`src/rtl/core/kabf_pkg.sv`:
```
package kabf_pkg;

    localparam int FRAC_BITS = 24;
    localparam int MUL_A_W   = 34;
    localparam int MUL_B_W   = 33;
    localparam int MUL_RES_W = MUL_A_W + MUL_B_W - FRAC_BITS;
    localparam int WIDE_W    = 48;
    localparam int DIV_DEN_W = 33;
    localparam int DIV_DVD_W = 32 + FRAC_BITS;

    localparam logic [1:0] REG_ANGLE_NOISE   = 2'd0;
    localparam logic [1:0] REG_BIAS_NOISE    = 2'd1;
    localparam logic [1:0] REG_MEASURE_NOISE = 2'd2;
    localparam logic [1:0] REG_SAMPLE_PERIOD = 2'd3;

    localparam logic [30:0] ANGLE_NOISE_RST   = 31'd16777;
    localparam logic [30:0] BIAS_NOISE_RST    = 31'd50332;
    localparam logic [30:0] MEASURE_NOISE_RST = 31'd503316;
    localparam logic [23:0] SAMPLE_PERIOD_RST = 24'd167772;

    typedef enum logic [3:0] {
        OP_ANGLE_PRED = 4'd0,
        OP_DT_P11     = 4'd1,
        OP_P00_PRED   = 4'd2,
        OP_P11_PRED   = 4'd3,
        OP_GAIN0      = 4'd4,
        OP_GAIN1      = 4'd5,
        OP_ANGLE_UPD  = 4'd6,
        OP_BIAS_UPD   = 4'd7,
        OP_P00_UPD    = 4'd8,
        OP_P01_UPD    = 4'd9,
        OP_P10_UPD    = 4'd10,
        OP_P11_UPD    = 4'd11
    } step_t;

    function automatic logic signed [31:0] sat32(input logic signed [WIDE_W-1:0] v);
        logic signed [WIDE_W-1:0] hi;
        logic signed [WIDE_W-1:0] lo;
        hi = WIDE_W'(64'sd2147483647);
        lo = -WIDE_W'(64'sd2147483648);
        if (v > hi) begin
            sat32 = 32'sh7FFF_FFFF;
        end else if (v < lo) begin
            sat32 = 32'sh8000_0000;
        end else begin
            sat32 = v[31:0];
        end
    endfunction

    function automatic logic signed [WIDE_W-1:0] sx32(input logic [31:0] v);
        sx32 = {{(WIDE_W-32){v[31]}}, v};
    endfunction

endpackage

```
`src/rtl/core/kabf_mul.sv`:
```
module kabf_mul (
    input  logic                                 aclk,
    input  logic                                 aresetn,
    input  logic                                 start,
    input  logic signed [kabf_pkg::MUL_A_W-1:0]  op_a,
    input  logic signed [kabf_pkg::MUL_B_W-1:0]  op_b,
    output logic                                 done,
    output logic signed [kabf_pkg::MUL_RES_W-1:0] result
);
    import kabf_pkg::*;

    localparam int PROD_W = MUL_A_W + MUL_B_W;

    logic signed [PROD_W-1:0]    prod_reg;
    logic signed [PROD_W-1:0]    rounded;
    logic                        stage1_reg;
    logic                        done_reg;
    logic signed [MUL_RES_W-1:0] result_reg;

    // round half up, then floor
    assign rounded = prod_reg + (PROD_W'(1) <<< (FRAC_BITS - 1));

    always_ff @(posedge aclk) begin
        if (!aresetn) begin
            stage1_reg <= 1'b0;
            done_reg   <= 1'b0;
        end else begin
            stage1_reg <= start;
            done_reg   <= stage1_reg;
        end
    end

    always_ff @(posedge aclk) begin
        if (start) begin
            prod_reg <= op_a * op_b;
        end
        if (stage1_reg) begin
            result_reg <= rounded[PROD_W-1:FRAC_BITS];
        end
    end

    assign done   = done_reg;
    assign result = result_reg;

endmodule

```
`config.mk`:
```
export PLATFORM = sky130hd
export DESIGN_NAME = kabf_mul
export DESIGN_NICKNAME = d
export VERILOG_FILES = /design/src/rtl/core/kabf_pkg.sv /design/src/rtl/core/kabf_mul.sv
export SDC_FILE = /design/constraint.sdc
export NUM_CORES = 2
export LEC_CHECK = 0
export BUFFER_PORTS_ARGS = -buffer_cell sky130_fd_sc_hd__buf_2
export CORE_UTILIZATION = 39
export CTS_BUF_LIST = sky130_fd_sc_hd__clkbuf_4
export DETAILED_ROUTE_END_ITERATION = 8
export GPL_ROUTABILITY_DRIVEN = 0
export PLACE_DENSITY = 0.54
export SETUP_SLACK_MARGIN = 0.1
export SLEW_MARGIN = 5
export SYNTH_ARGS = -nofsm -noshare
export SYNTH_HDL_FRONTEND = slang
export SYNTH_SLANG_ARGS = --single-unit
```
`constraint.sdc`:
```
create_clock -name aclk -period 21.2 [get_ports aclk]
set_input_delay 2.12 -clock aclk [delete_from_list [all_inputs] [get_ports aclk]]
set_output_delay 2.12 -clock aclk [all_outputs]
set_load 0.05 [all_outputs]
```
==> results.md <==
- Outcome: finished, final reports clean
- Cells after synthesis: 4,505
- CP endpoint kind: register
- CP Class: input pin to register
- Layout Nets: 5,899
- R2R cell count: 8
- Avg Inst Size Synth: 9.55 µm²
- Tmin final: 10.13 ns
- Worst-margin pin slew: 1.07 ns
- Layout cells sized above 1: 4.01%
- H-tree lvl count: 3
- Final Instance Area: 0.0450 mm²
- Vias in the first global route: 34,200
- Post-synthesis cell area: 0.0430 mm²
- DRC viols: 0
- Post-Route M1 WL: 48.5 mm
- FF/Latch Area: 0.00265 mm²
- Clock root buffer: clkbuf_4
- DRT Pass-1 Iters: 6
- R2R Setup Slk: 18.27 ns
- Setup TNS: 0 ns
- Final Hold Fails: 0
- Max FFs per register: 44
- Initial Util: 39.4%
- Most used cell, CP: fa_1
- Asr flop ratio synth: 0%
- Final worst path period share: 47.8%
- Routed WL: 125 mm
- Reg2reg start: prod_reg[31]
- Worst path max stage delay: 0.66 ns
- Die height: 334 µm
- Max Cap Viol: 0
- Largest net degree at the start of global routing: 46
- Buffers on Ports: 113
- Worst slew margin: 28.7%
- Post-DP HPWL: 96.7 mm
- GRT Residual Overflow: 0
- Initial antenna violation count: 7
- Multi-input gate area: 0.0353 mm²
- DR vias/cell: 5.02
- Syn Nets: 5,965
- DR WL met3: 5.75 mm
- RSZ-0062 raised after global routing: no
- Synth cell types: 59
- Cell depth of the worst setup path: 26
- Highest Signal Layer: met5
- Reg clk slew, reported paths: 0.16 ns
- Top delay family on crit path: adder cells
- CP Data Arrival Time: 10.43 ns
- Top FF cell, synth: edfxtp_1
- Crit path from: op_a[33]
- Clk sinks: 89
- Vias: 29,700
- Post-cts sizing count: 0
- Hold_buf cts: 0
- Min-delay worst type: register to register
- Worst path slowest cell: inv_1
- Synthesis-to-finish area growth: 4.63%
- Data required, critical path: 21.49 ns
- CP Max Fanout: 33
- Pins Over Slew Limit: 0
- I/O pins: 114
- Final setup vio count: 0
- Syn. warnings: 0
- Antenna Nets Post-Route: 0
- First DRT Iteration DRCs: 1,567
- Critical path launch point type: input pin
- Max Fclk: 98.7 MHz
- EDFF count, synth: 87
- Die Span X: 334 µm
- First-pass GRT wire length: 201 mm
- Post-synthesis sequential area ratio: 6.17%
- DP Area: 0.0449 mm²
- Crit path to: prod_reg[66]
- Worst skew pair latency: 0.44 ns
- TritonCTS Buffers: 9
- Final hold slack: 0.598 ns
- Clock Path Buffers: 2
- Core area: 0.109 mm²
- # rows: 121
- Post-CTS setup buffers: 0
- Worst Skew: 0.0272 ns
- Fill cells: 10,900
- CTS tree: built
- CP bufs+invs: 7
- Critical R2R Capture: result[40]
- Hold depth: 1
- Gr usage total: 23.7%
- Area of the die: 0.112 mm²
- Metal2 WL: 65.0 mm
- Seq cells post-synth: 89
- DR WL/cell: 21.1 µm
==> cell usage after synthesis (all sizes together) (4+ instances only) <==
library cell	count	area, µm²
and3	13	81.3
a221oi	4	41.3
nor3	16	80.1
or3	7	43.8
nand2	597	2240
a211oi	8	60.1
a21o	34	255
edfxtp	87	2610
fa	1175	23500
xor2	28	245
o21ai	43	219
a21boi	4	30.0
nor4	6	37.5
nand2b	9	56.3
inv	1132	4250
ha	215	2690
o211ai	8	65.1
clkbuf	225	845
o21a	4	30.0
nor2	70	263
o21bai	11	82.6
xnor2	75	657
and4	6	52.6
nand3	26	130
a21oi	64	320
and2	573	3580
a31oi	7	50.1
nand4	24	150
==> layout make-up <==
type,instances,area share [%]
Inverter,1132,9.44
Tap cell,1476,4.10
Clock buffer,9,0.150
Antenna cell,1,0.00556
Multi-Input combinational cell,3056,78.3
Clock inverter,7,0.181
Timing Repair Buffer,151,1.89
Sequential cell,89,5.90
==> routing by layer <==
metal	track usage (%)	up-vias
met5	0	-
met4	9.13	2
met3	2.04	246
met2	43.5	832
met1	28.6	15900
li1	-	12800
==> cells by family after synthesis <==
| kind of cell | share of synthesized area [%] |
|---|---|
| DFF | 6.17 |
| adders and majority gates | 60.9 |
| AOI/OAI and AO/OA | 3.10 |
| xor gates and xnor gates | 2.10 |
| and+or+nand+nor | 15.8 |
| buffers and inverters | 11.9 |
==> placed cells by master, fill, tap and decap left out, types with 4 or more instances in the layout <==
cell	n
and4_1	6
o21bai_1	11
a21oi_1	64
fa_1	1175
and3_1	13
nor3_1	16
a211oi_1	8
inv_1	1132
nand2b_1	9
and2_1	573
ha_1	215
clkbuf_4	9
a31oi_1	6
nand4_1	24
buf_2	113
nor4_1	6
o21ai_0	42
xnor2_1	75
edfxtp_1	87
a21o_1	34
buf_4	38
o21a_1	4
xor2_1	28
o211ai_1	7
nor2_1	70
nand3_1	26
or3_1	7
nand2_1	597
==> through the flow <==
step	instances	util [%]	setup WS, ns
floorplan	4505	-	11.43
global placement	5904	41.1	10.69
detailed placement	5904	41.1	10.60
CTS	5920	41.2	11.09
global route	5920	41.2	10.62
finish	5921	41.2	11.07
==> worst min-delay path by stage <==
stage | startpoint | end | slack, ns
finish | prod_reg[66] | result[42] | 0.60
floorplan | prod_reg[66] | result[42] | 0.53
global placement | prod_reg[28] | result[4] | 0.56
global route | prod_reg[66] | result[42] | 0.62
CTS | prod_reg[62] | result[38] | 0.60
detailed placement | prod_reg[62] | result[38] | 0.56
Power is left out: the tool's default activity adds up to more than one toggle a clock period on the data nets, which glitch-free logic cannot reach.
