[src/rtl/core/kabf_pkg.sv]
package kabf_pkg;

    localparam int FRAC_BITS = 24;
    localparam int MUL_A_W   = 34;
    localparam int MUL_B_W   = 33;
    localparam int MUL_RES_W = MUL_A_W + MUL_B_W - FRAC_BITS;
    localparam int WIDE_W    = 48;
    localparam int DIV_DEN_W = 33;
    localparam int DIV_DVD_W = 32 + FRAC_BITS;

    localparam logic [1:0] REG_ANGLE_NOISE   = 2'd0;
    localparam logic [1:0] REG_BIAS_NOISE    = 2'd1;
    localparam logic [1:0] REG_MEASURE_NOISE = 2'd2;
    localparam logic [1:0] REG_SAMPLE_PERIOD = 2'd3;

    localparam logic [30:0] ANGLE_NOISE_RST   = 31'd16777;
    localparam logic [30:0] BIAS_NOISE_RST    = 31'd50332;
    localparam logic [30:0] MEASURE_NOISE_RST = 31'd503316;
    localparam logic [23:0] SAMPLE_PERIOD_RST = 24'd167772;

    typedef enum logic [3:0] {
        OP_ANGLE_PRED = 4'd0,
        OP_DT_P11     = 4'd1,
        OP_P00_PRED   = 4'd2,
        OP_P11_PRED   = 4'd3,
        OP_GAIN0      = 4'd4,
        OP_GAIN1      = 4'd5,
        OP_ANGLE_UPD  = 4'd6,
        OP_BIAS_UPD   = 4'd7,
        OP_P00_UPD    = 4'd8,
        OP_P01_UPD    = 4'd9,
        OP_P10_UPD    = 4'd10,
        OP_P11_UPD    = 4'd11
    } step_t;

    function automatic logic signed [31:0] sat32(input logic signed [WIDE_W-1:0] v);
        logic signed [WIDE_W-1:0] hi;
        logic signed [WIDE_W-1:0] lo;
        hi = WIDE_W'(64'sd2147483647);
        lo = -WIDE_W'(64'sd2147483648);
        if (v > hi) begin
            sat32 = 32'sh7FFF_FFFF;
        end else if (v < lo) begin
            sat32 = 32'sh8000_0000;
        end else begin
            sat32 = v[31:0];
        end
    endfunction

    function automatic logic signed [WIDE_W-1:0] sx32(input logic [31:0] v);
        sx32 = {{(WIDE_W-32){v[31]}}, v};
    endfunction

endpackage

[src/rtl/core/kabf_div.sv]
module kabf_div (
    input  logic                                  aclk,
    input  logic                                  aresetn,
    input  logic                                  start,
    input  logic signed [31:0]                    numer,
    input  logic signed [kabf_pkg::DIV_DEN_W-1:0] denom,
    output logic                                  done,
    output logic signed [31:0]                    quot
);
    import kabf_pkg::*;

    localparam int CNT_W = $clog2(DIV_DVD_W + 1);

    logic                   busy_reg;
    logic                   done_reg;
    logic [CNT_W-1:0]       cnt_reg;
    logic [DIV_DVD_W-1:0]   dvd_reg;
    logic [DIV_DEN_W-1:0]   dsr_reg;
    logic [DIV_DEN_W:0]     rem_reg;
    logic                   neg_reg;
    logic                   zero_reg;
    logic signed [31:0]     quot_reg;

    logic [31:0]            num_mag;
    logic [DIV_DEN_W-1:0]   den_mag;
    logic [DIV_DEN_W:0]     rem_sh;
    logic [DIV_DEN_W:0]     rem_sub;
    logic                   q_bit;
    logic [DIV_DVD_W-1:0]   q_final;

    assign num_mag = numer[31] ? 32'(-numer) : 32'(numer);
    assign den_mag = denom[DIV_DEN_W-1] ? DIV_DEN_W'(-denom) : DIV_DEN_W'(denom);

    assign rem_sh  = {rem_reg[DIV_DEN_W-1:0], dvd_reg[DIV_DVD_W-1]};
    assign q_bit   = rem_sh >= {1'b0, dsr_reg};
    assign rem_sub = q_bit ? rem_sh - {1'b0, dsr_reg} : rem_sh;
    assign q_final = {dvd_reg[DIV_DVD_W-2:0], q_bit};

    always_ff @(posedge aclk) begin
        if (!aresetn) begin
            busy_reg <= 1'b0;
            done_reg <= 1'b0;
            cnt_reg  <= '0;
        end else begin
            done_reg <= 1'b0;
            if (start) begin
                busy_reg <= 1'b1;
                cnt_reg  <= CNT_W'(DIV_DVD_W);
            end else if (busy_reg) begin
                cnt_reg <= cnt_reg - 1'b1;
                if (cnt_reg == CNT_W'(1)) begin
                    busy_reg <= 1'b0;
                    done_reg <= 1'b1;
                end
            end
        end
    end

    // dividend shifts out from the top while quotient bits shift in below
    always_ff @(posedge aclk) begin
        if (start) begin
            dvd_reg  <= {num_mag, {FRAC_BITS{1'b0}}};
            dsr_reg  <= den_mag;
            rem_reg  <= '0;
            neg_reg  <= numer[31] ^ denom[DIV_DEN_W-1];
            zero_reg <= (denom == '0);
        end else if (busy_reg) begin
            dvd_reg <= q_final;
            rem_reg <= rem_sub;
            if (cnt_reg == CNT_W'(1)) begin
                if (zero_reg) begin
                    quot_reg <= '0;
                end else if (!neg_reg) begin
                    quot_reg <= (q_final > DIV_DVD_W'(32'h7FFF_FFFF))
                              ? 32'sh7FFF_FFFF : 32'(q_final);
                end else begin
                    quot_reg <= (q_final > DIV_DVD_W'(32'h8000_0000))
                              ? 32'sh8000_0000 : 32'(-q_final);
                end
            end
        end
    end

    assign done = done_reg;
    assign quot = quot_reg;

endmodule

[config.mk]
export PLATFORM = sky130hd
export DESIGN_NAME = kabf_div
export DESIGN_NICKNAME = d
export VERILOG_FILES = /design/src/rtl/core/kabf_pkg.sv /design/src/rtl/core/kabf_div.sv
export SDC_FILE = /design/constraint.sdc
export NUM_CORES = 1
export LEC_CHECK = 0
export BUFFER_PORTS_ARGS = -buffer_cell sky130_fd_sc_hd__buf_2
export CAP_MARGIN = 5
export CORE_UTILIZATION = 55
export DETAILED_ROUTE_END_ITERATION = 10
export PLACE_DENSITY = 0.78
export SETUP_SLACK_MARGIN = 0.1
export SLEW_MARGIN = 0
export SYNTH_ARGS = -nofsm -noshare
export SYNTH_HDL_FRONTEND = slang
export SYNTH_SLANG_ARGS = --single-unit
[constraint.sdc]
create_clock -name aclk -period 4.7 [get_ports aclk]
set_input_delay 0.235 -clock aclk [delete_from_list [all_inputs] [get_ports aclk]]
set_output_delay 0.235 -clock aclk [all_outputs]
set_load 0.005 [all_outputs]
==> summary.md, run 1 <==
| Metric | Value |
|---|---|
| Run status | finished clean |
| TritonCTS Sinks | between 150 and 200 |
| Hold path endpoint | dsr_reg[0] |
| Yosys reg bits | approximately 160 |
| CP endpoint kind | flip-flop |
| Share of layout cells above drive strength 1 | between 10% and 20% |
| Detail Route Antenna Nets | 0 |
| Max_slew headroom | a little under a third |
| CP Max Fanout | 5 |
| Final Skew | ~7.8 ps |
| CTS tree | done |
| Max cap viols | 0 |
| Dpl cell area | 11300 sq um |
| Slew at the pin with the worst max-slew slack | roughly 1000 ps |
| Max reg flops | 56 |
| Post-synth cell types | 82 |
| CP Data Arrival Time | ~4700 ps |
| Ys Warns | 0 |
| Setup TNS | 0 ps |
| Required @ worst endpoint | between 4000 and 5000 ps |
| Setup CP Type | reg2reg |
| CP Launch Type | flip-flop |
| Cell Chain, Critical Path | inv_1 -> ha_1 -> a21o_1 -> a21o_1 -> a21oi_2 -> nor2_1 -> or3_1 -> nor2_2 -> ha_2 -> or4b_4 -> or3_4 -> and4bb_2 -> a31oi_4 -> buf_6 -> or4b_1 -> a31oi_1 |
| Hold Buf Count CTS | 0 |
| TritonCTS buffer count | 17 |
| Sequential area share after synthesis | between 40% and 50% |
| DRT Pass-1 Iters | 7 |
| DP Wirelength | 17700 um |
| RD Place Congestion | slightly above 0.9 |
| Via density per instance | roughly 6.1 |
| Pwr Density | approximately 340 nW/um^2 |
| R2R depth | 16 |
| Remaining DRCs | 0 |
| Sequential power share | a little over two fifths |
| Number of diodes | 0 |
| Fin crit period | between 4000 and 5000 ps |
| FFs w/ async S/R, synth | 0% |
| Psw | 0.00130 W |
| CTS Buffer Depth | 2 |
| Clk Latency, worst-skew pair | 430 ps |
| Largest net degree at the start of global routing | just under 80 |
| Clock power share | 33.7% |
| Routed WL | roughly 25000 um |
| Cell area after layout | about 12000 sq um |
| Clock Pin Slew Worst Setup and Hold Paths | 70 ps |
| Unrepaired setup endpoints after global routing | false |
| Antenna violations before repair | 0 |
| CP max-delay cell | or4b_1 |
| Worst vdd ir | ~0.28 mV |
| GRT Resource Usage Total | 25.9% |
| Die Footprint | between 15000 and 20000 sq um |
| Comb power frac | between 20% and 30% |
| GRT Residual Overflow | 0 |
| Die width | 141 um |
| Post-synth EDFFs | ~100 |
| Int Pwr | around 0.0028 W |
| Global-route wire length before repair | just over 40000 um |
| Htree depth | 4 |
| DR WL/cell | approximately 17 um |
| I/O pin count | 101 |
| Core Footprint | 18800 sq um |
| Hold path depth | 1 |
| Leak pwr | between 4 and 5 nW |
| Row count | 50 |
| Root Buffer | clkbuf_16 |
| Worst path max stage delay | 510 ps |
| Syn nets | about 1300 |
| Final nets | approximately 1300 |
| Mapped Avg Cell Area | around 9 sq um |
| Layout area overhead | 14.5% |
| Top_reg_cell synth | edfxtp_1 |
| Net Sw Frac | about a third |
| Worst hold start | denom[0] |
| Reg2reg setup slack | ~220 ps |
| Iteration-0 DRC Markers | roughly 800 |
| Via Count | slightly above 9000 |
| Fin crit share | a little over nine tenths |
| Critical path buffers and inverters | 2 |
| Most frequent CP cell | a21o_1 |
| Reg2reg start | dsr_reg[27] |
| Final setup fails | 0 |
| Post-Syn Instances | roughly 1200 |
| Starting density of the core | between 50 and 60% |
| Post-synthesis instance area | ~11000 sq um |
| Final hold vios | 0 |
| Vias in the first global route | 8168 |
| RR Endpoint | quot[29] |
| Die Span Y | between 100 and 150 um |
| Hold Path Class | in2reg |
| Max Slew Vio Count | 0 |
| I/O Buffers | 100 |
| F_max | 0.223 GHz |
| CP delay by family, top | simple AND/OR/NAND/NOR gates |
## metrics by stage
stage                     cells  setup slack [ps]  utilization, %  total power [W]  hold slack (ps)
final                      1486               225            64.4          0.00411             50.2
after global routing       1486              77.7            64.4          0.00430             53.8
after CTS                  1477               141            63.3          0.00408             36.6
after detailed placement   1445              88.3            60.2          0.00269              479
after global placement     1444               170            60.1          0.00268              469
after floorplan            1151               124               -          0.00243              334
## placed cells by master, fill, tap and decap left out, types with 15 or more instances in the layout
cell type,synthesis,routed
dfxtp_1,65,64
clkbuf_16,0,17
inv_1,64,64
edfxtp_1,99,99
nor2_1,106,104
nand3_1,23,23
a21oi_1,56,52
nor3_1,24,23
buf_2,6,99
buf_4,1,31
a22o_1,33,33
mux2i_1,27,27
nor4_1,18,16
xnor2_1,70,70
o31ai_1,26,26
nand2_1,109,109
or3_1,17,16
nand4_1,15,15
a311oi_1,25,23
ha_1,39,34
o21ai_0,54,51
## worst reg2reg max path: cells and delay by family (launching register included)
family	cells	cell delay (ps)
and+or+nand+nor	7	2410
AOI/OAI and AO/OA	5	830
adders and majority gates	2	450
DFF	1	370
buffers and inverters	2	250
## layer usage
layer / vias to the layer above / share of wire, % / track usage, %
li1: 4471 / - / -
met1: 4310 / 46 / 36.2
met2: 313 / 46 / 41.0
met3: 38 / 5.4 / 3.79
met4: 0 / 2.1 / 8.87
met5: - / 0 / 0
## what timing repair did
action,4_1_cts,5_1_grt
setup endpoints to repair,5,28
resized for setup,1,30
setup buffers,0,8
pin swaps,0,8
cloned,0,1
## kinds of logic (layout without fill, tap and decap cells)
group,after synthesis,in the layout,share of synthesized area [%]
and+or+nand+nor,383,383,18.4
AOI/OAI and AO/OA,320,320,21.7
DFF,164,164,40.5
buffers and inverters,132,233,4.94
xor gates and xnor gates,83,83,6.89
adders and majority gates,40,40,4.81
muxes,29,29,2.77
## synth_stat cells, types with 4 or more instances
| cell type | instances | share of area (%) |
|---|---|---|
| clkbuf_1 | 55 | 2.0 |
| nand2b_1 | 15 | 0.89 |
| ha_1 | 39 | 4.6 |
| nand4_1 | 15 | 0.89 |
| o31ai_1 | 26 | 1.8 |
| nand3_1 | 23 | 1.1 |
| buf_2 | 6 | 0.28 |
| or4_1 | 11 | 0.78 |
| a41oi_1 | 4 | 0.33 |
| inv_1 | 64 | 2.3 |
| o22ai_1 | 4 | 0.24 |
| a21o_1 | 14 | 1.0 |
| a31o_2 | 4 | 0.33 |
| o211a_1 | 5 | 0.47 |
| a22o_1 | 33 | 2.7 |
| nor2_1 | 106 | 3.8 |
| edfxtp_1 | 99 | 28 |
| o41ai_1 | 6 | 0.50 |
| o211ai_1 | 6 | 0.43 |
| or2_2 | 5 | 0.30 |
| mux2i_1 | 27 | 2.6 |
| or3_1 | 17 | 1.0 |
| nor3_1 | 24 | 1.1 |
| a31oi_1 | 16 | 0.95 |
| a311oi_1 | 25 | 2.1 |
| dfxtp_1 | 65 | 12 |
| xnor2_1 | 70 | 5.8 |
| a211oi_1 | 14 | 1.0 |
| o21a_1 | 10 | 0.71 |
| xor2_1 | 13 | 1.1 |
| nor3b_1 | 4 | 0.28 |
| o21ai_1 | 5 | 0.24 |
| o21bai_1 | 7 | 0.50 |
| or4_4 | 4 | 0.43 |
| a21oi_1 | 56 | 2.7 |
| o21ai_0 | 54 | 2.6 |
| nand2_1 | 109 | 3.9 |
| nor4_1 | 18 | 1.1 |
## power groups by stage
stage                     Combinational, W  Sequential (W)  Clock (W)
after floorplan                   0.000714         0.00171          0
after global placement            0.000946         0.00174          0
after detailed placement          0.000953         0.00174          0
after CTS                         0.000962         0.00171    0.00141
after global routing               0.00112         0.00172    0.00146
final                              0.00101         0.00171    0.00138
## worst max path at each step
stage | from | endpoint | slack [ps] | depth (start not counted)
final | dsr_reg[27] | quot[29] | 220 | 16
after global routing | dsr_reg[21] | quot[29] | 80 | 16
after CTS | dsr_reg[5] | quot[17] | 140 | 16
after detailed placement | dsr_reg[5] | quot[12] | 90 | 16
after global placement | dsr_reg[5] | quot[18] | 170 | 16
after floorplan | dsr_reg[27] | quot[22] | 120 | 22
## area by class of cell
type | count | area [sq um]
Tap cell | 234 | 293
Inverter | 67 | 251
Clock inverter | 15 | 166
Timing Repair Buffer | 134 | 773
Fill cell | 1531 | 6690
Multi-Input combinational cell | 855 | 5900
Sequential cell | 164 | 4280
Clock buffer | 17 | 425
(Power assumes the default switching activity.)
==> run 2, diff against run 1 <==
--- a/config.mk
+++ b/config.mk
@@ -9,5 +9,7 @@
 export CAP_MARGIN = 5
-export CORE_UTILIZATION = 55
+export CELL_PAD_IN_SITES_DETAIL_PLACEMENT = 2
+export CELL_PAD_IN_SITES_GLOBAL_PLACEMENT = 2
+export CORE_UTILIZATION = 34
 export DETAILED_ROUTE_END_ITERATION = 10
-export PLACE_DENSITY = 0.78
+export PLACE_DENSITY_LB_ADDON = 0.1
 export SETUP_SLACK_MARGIN = 0.1
--- a/constraint.sdc
+++ b/constraint.sdc
@@ -3,2 +3,2 @@
 set_output_delay 0.235 -clock aclk [all_outputs]
-set_load 0.005 [all_outputs]
+set_load 0.02 [all_outputs]
==> summary.md, run 2 (same netlist as run 1, synthesis figures left out) <==
| Metric | Value |
|---|---|
| Run status | finished clean |
| Unrepaired setup endpoints after global routing | false |
| CTS Buffer Depth | 2 |
| Hold Buf Count CTS | 0 |
| Int Pwr | between 0.002 and 0.003 W |
| Clock power share | between 30% and 40% |
| CTS tree | done |
| Pwr Density | between 300 and 400 nW/um^2 |
| CP delay by family, top | simple AND/OR/NAND/NOR gates |
| Row count | 64 |
| TritonCTS buffer count | 17 |
| Max_slew headroom | a little over a fifth |
| Clock Pin Slew Worst Setup and Hold Paths | roughly 70 ps |
| Root Buffer | clkbuf_16 |
| Pwr Total | 0.00440 W |
| Fin cells | about 1700 |
| Worst vdd ir | approximately 0.24 mV |
| Placed Cells | ~1600 |
| Fin crit share | 96.2% |
| Final setup fails | 0 |
| Cell Chain, Critical Path | inv_2 -> ha_4 -> fa_2 -> nand2b_4 -> a21o_1 -> a22oi_1 -> a221oi_2 -> buf_4 -> a21oi_2 -> nor2_4 -> ha_4 -> or4b_4 -> or3_4 -> and4bb_2 -> a31oi_4 -> buf_4 -> buf_4 -> o41ai_1 -> a21oi_1 -> nor2_1 |
| Critical path buffers and inverters | 4 |
| Clk Latency, worst-skew pair | around 440 ps |
| Max reg flops | 56 |
| Max Slew Vio Count | 0 |
| Net Sw Frac | ~32% |
| Most frequent cells in the layout | 106 x nand2_1, 104 x nor2_1, 99 x edfxtp_1, 99 x buf_2, 70 x xnor2_1 |
| Met2 WL post-DR | 16800 um |
| WL met3 | between 900 and 1000 um |
| DR top layer | met4 |
| GRT Resource Usage Total | between 20% and 30% |
| Routed WL | ~36000 um |
| Htree depth | 4 |
| Die Footprint | 31700 sq um |
| Fin crit period | between 4000 and 5000 ps |
| Setup CP Type | reg2reg |
| Setup TNS | 0 ps |
| Met1 Wirelength | roughly 18000 um |
| Via Count | around 9500 |
| Via density per instance | ~5.7 |
| Sequential power share | 39.0% |
| RD Place Congestion | 0.832 |
| DR WL/cell | between 20 and 25 um |
| CP Data Arrival Time | slightly below 5000 ps |
| Iteration-0 DRC Markers | 496 |
| Max cap viols | 0 |
| Leak pwr | a little under 5 nW |
| Final nets | 1361 |
| TritonCTS Sinks | approximately 160 |
| Final Skew | between 15 and 20 ps |
| Comb power frac | approximately a quarter |
| F_max | between 0.2 and 0.25 GHz |
| CP max-delay cell | or4b_4 |
| CP Max Fanout | 7 |
| Detail Route Antenna Nets | 0 |
| Commonest non-fill, non-tap cell in the layout | nand2_1 |
| Share of layout cells above drive strength 1 | between 20 and 25% |
| DRT Pass-1 Iters | 5 |
| Number of diodes | 0 |
| Vias in the first global route | 9771 |
| I/O pin count | a little over 100 |
| Core Footprint | about 31000 sq um |
| Psw | roughly 0.0014 W |
| Worst path max stage delay | ~500 ps |
| Required @ worst endpoint | approximately 5000 ps |
| Final hold vios | 0 |
| Layout area overhead | 18.6% |
| Antenna violations before repair | 1 |
| I/O Buffers | 100 |
| Die width | roughly 180 um |
| CP endpoint kind | flip-flop |
| Largest net degree at the start of global routing | 90 |
| Hold Path Class | in2reg |
| Remaining DRCs | 0 |
| Slew at the pin with the worst max-slew slack | 1170 ps |
| DP Wirelength | ~25000 um |
| Most frequent CP cell | buf_4 |
| Die Span Y | around 180 um |
| Global-route wire length before repair | 56200 um |
| Starting density of the core | approximately a third |
| GRT Residual Overflow | 0 |
| CP Launch Type | flip-flop |
-- run 2: cell types whose count changed in the layout (fill, tap and decap cells not counted), moves of 3 or more --
cell,before,now
ha_1,34,31
buf_4,31,48
a21oi_1,52,48
nand2_1,109,106
inv_8,3,0
a21oi_2,4,8
ha_4,0,5
inv_2,1,5
nand2_2,0,3
inv_1,64,60
clkinv_4,5,2
-- run 2: power groups by stage --
stage                     registers [W]  logic [W]  clock network, W
final                           0.00171    0.00113           0.00156
after global routing            0.00173    0.00124           0.00164
after CTS                       0.00171    0.00109           0.00159
after detailed placement        0.00174    0.00106                 0
after global placement          0.00174    0.00103                 0
after floorplan                 0.00171   0.000714                 0
-- run 2: path summary, 6_finish.rpt --
path	slack (ps)	depth (start not counted)	endpoint	startpoint
min	50	1	dsr_reg[0]	denom[0]
max reg2reg	180	20	quot[22]	dvd_reg[55]
min reg2reg	490	2	rem_reg[7]	rem_reg[7]
max	180	20	quot[22]	dvd_reg[55]
-- run 2: cell type report --
cell class / count / area, sq um
inverters: 67 / 251
repair buffers: 148 / 867
clock inverters: 12 / 164
multi-input cells: 855 / 5990
clock buffers: 20 / 468
flip-flops and latches: 164 / 4280
fillers: 3388 / 18100
well taps: 396 / 495
-- run 2: per-stage QoR --
step	setup WS, ps	hold WS, ps	utilization, %	cell area, sq um
finish	180	46.3	40.9	12500
global route	61.6	45.6	40.9	12500
CTS	103	34.2	40.1	12300
detailed placement	-101	483	37.8	11600
global placement	101	473	37.8	11600
floorplan	124	334	-	10600
-- run 2: layer usage --
layer	vias to the layer above	global-route usage (%)
met5	-	0
met4	0	5.16
met3	23	2.79
met2	150	36.5
met1	4810	32.9
li1	4495	-
-- run 2: timing repair --
action	4_1_cts	5_1_grt
cloned	0	0
setup endpoints to repair	24	31
setup buffers	6	8
gates resized for setup	12	38
pin swaps	4	10
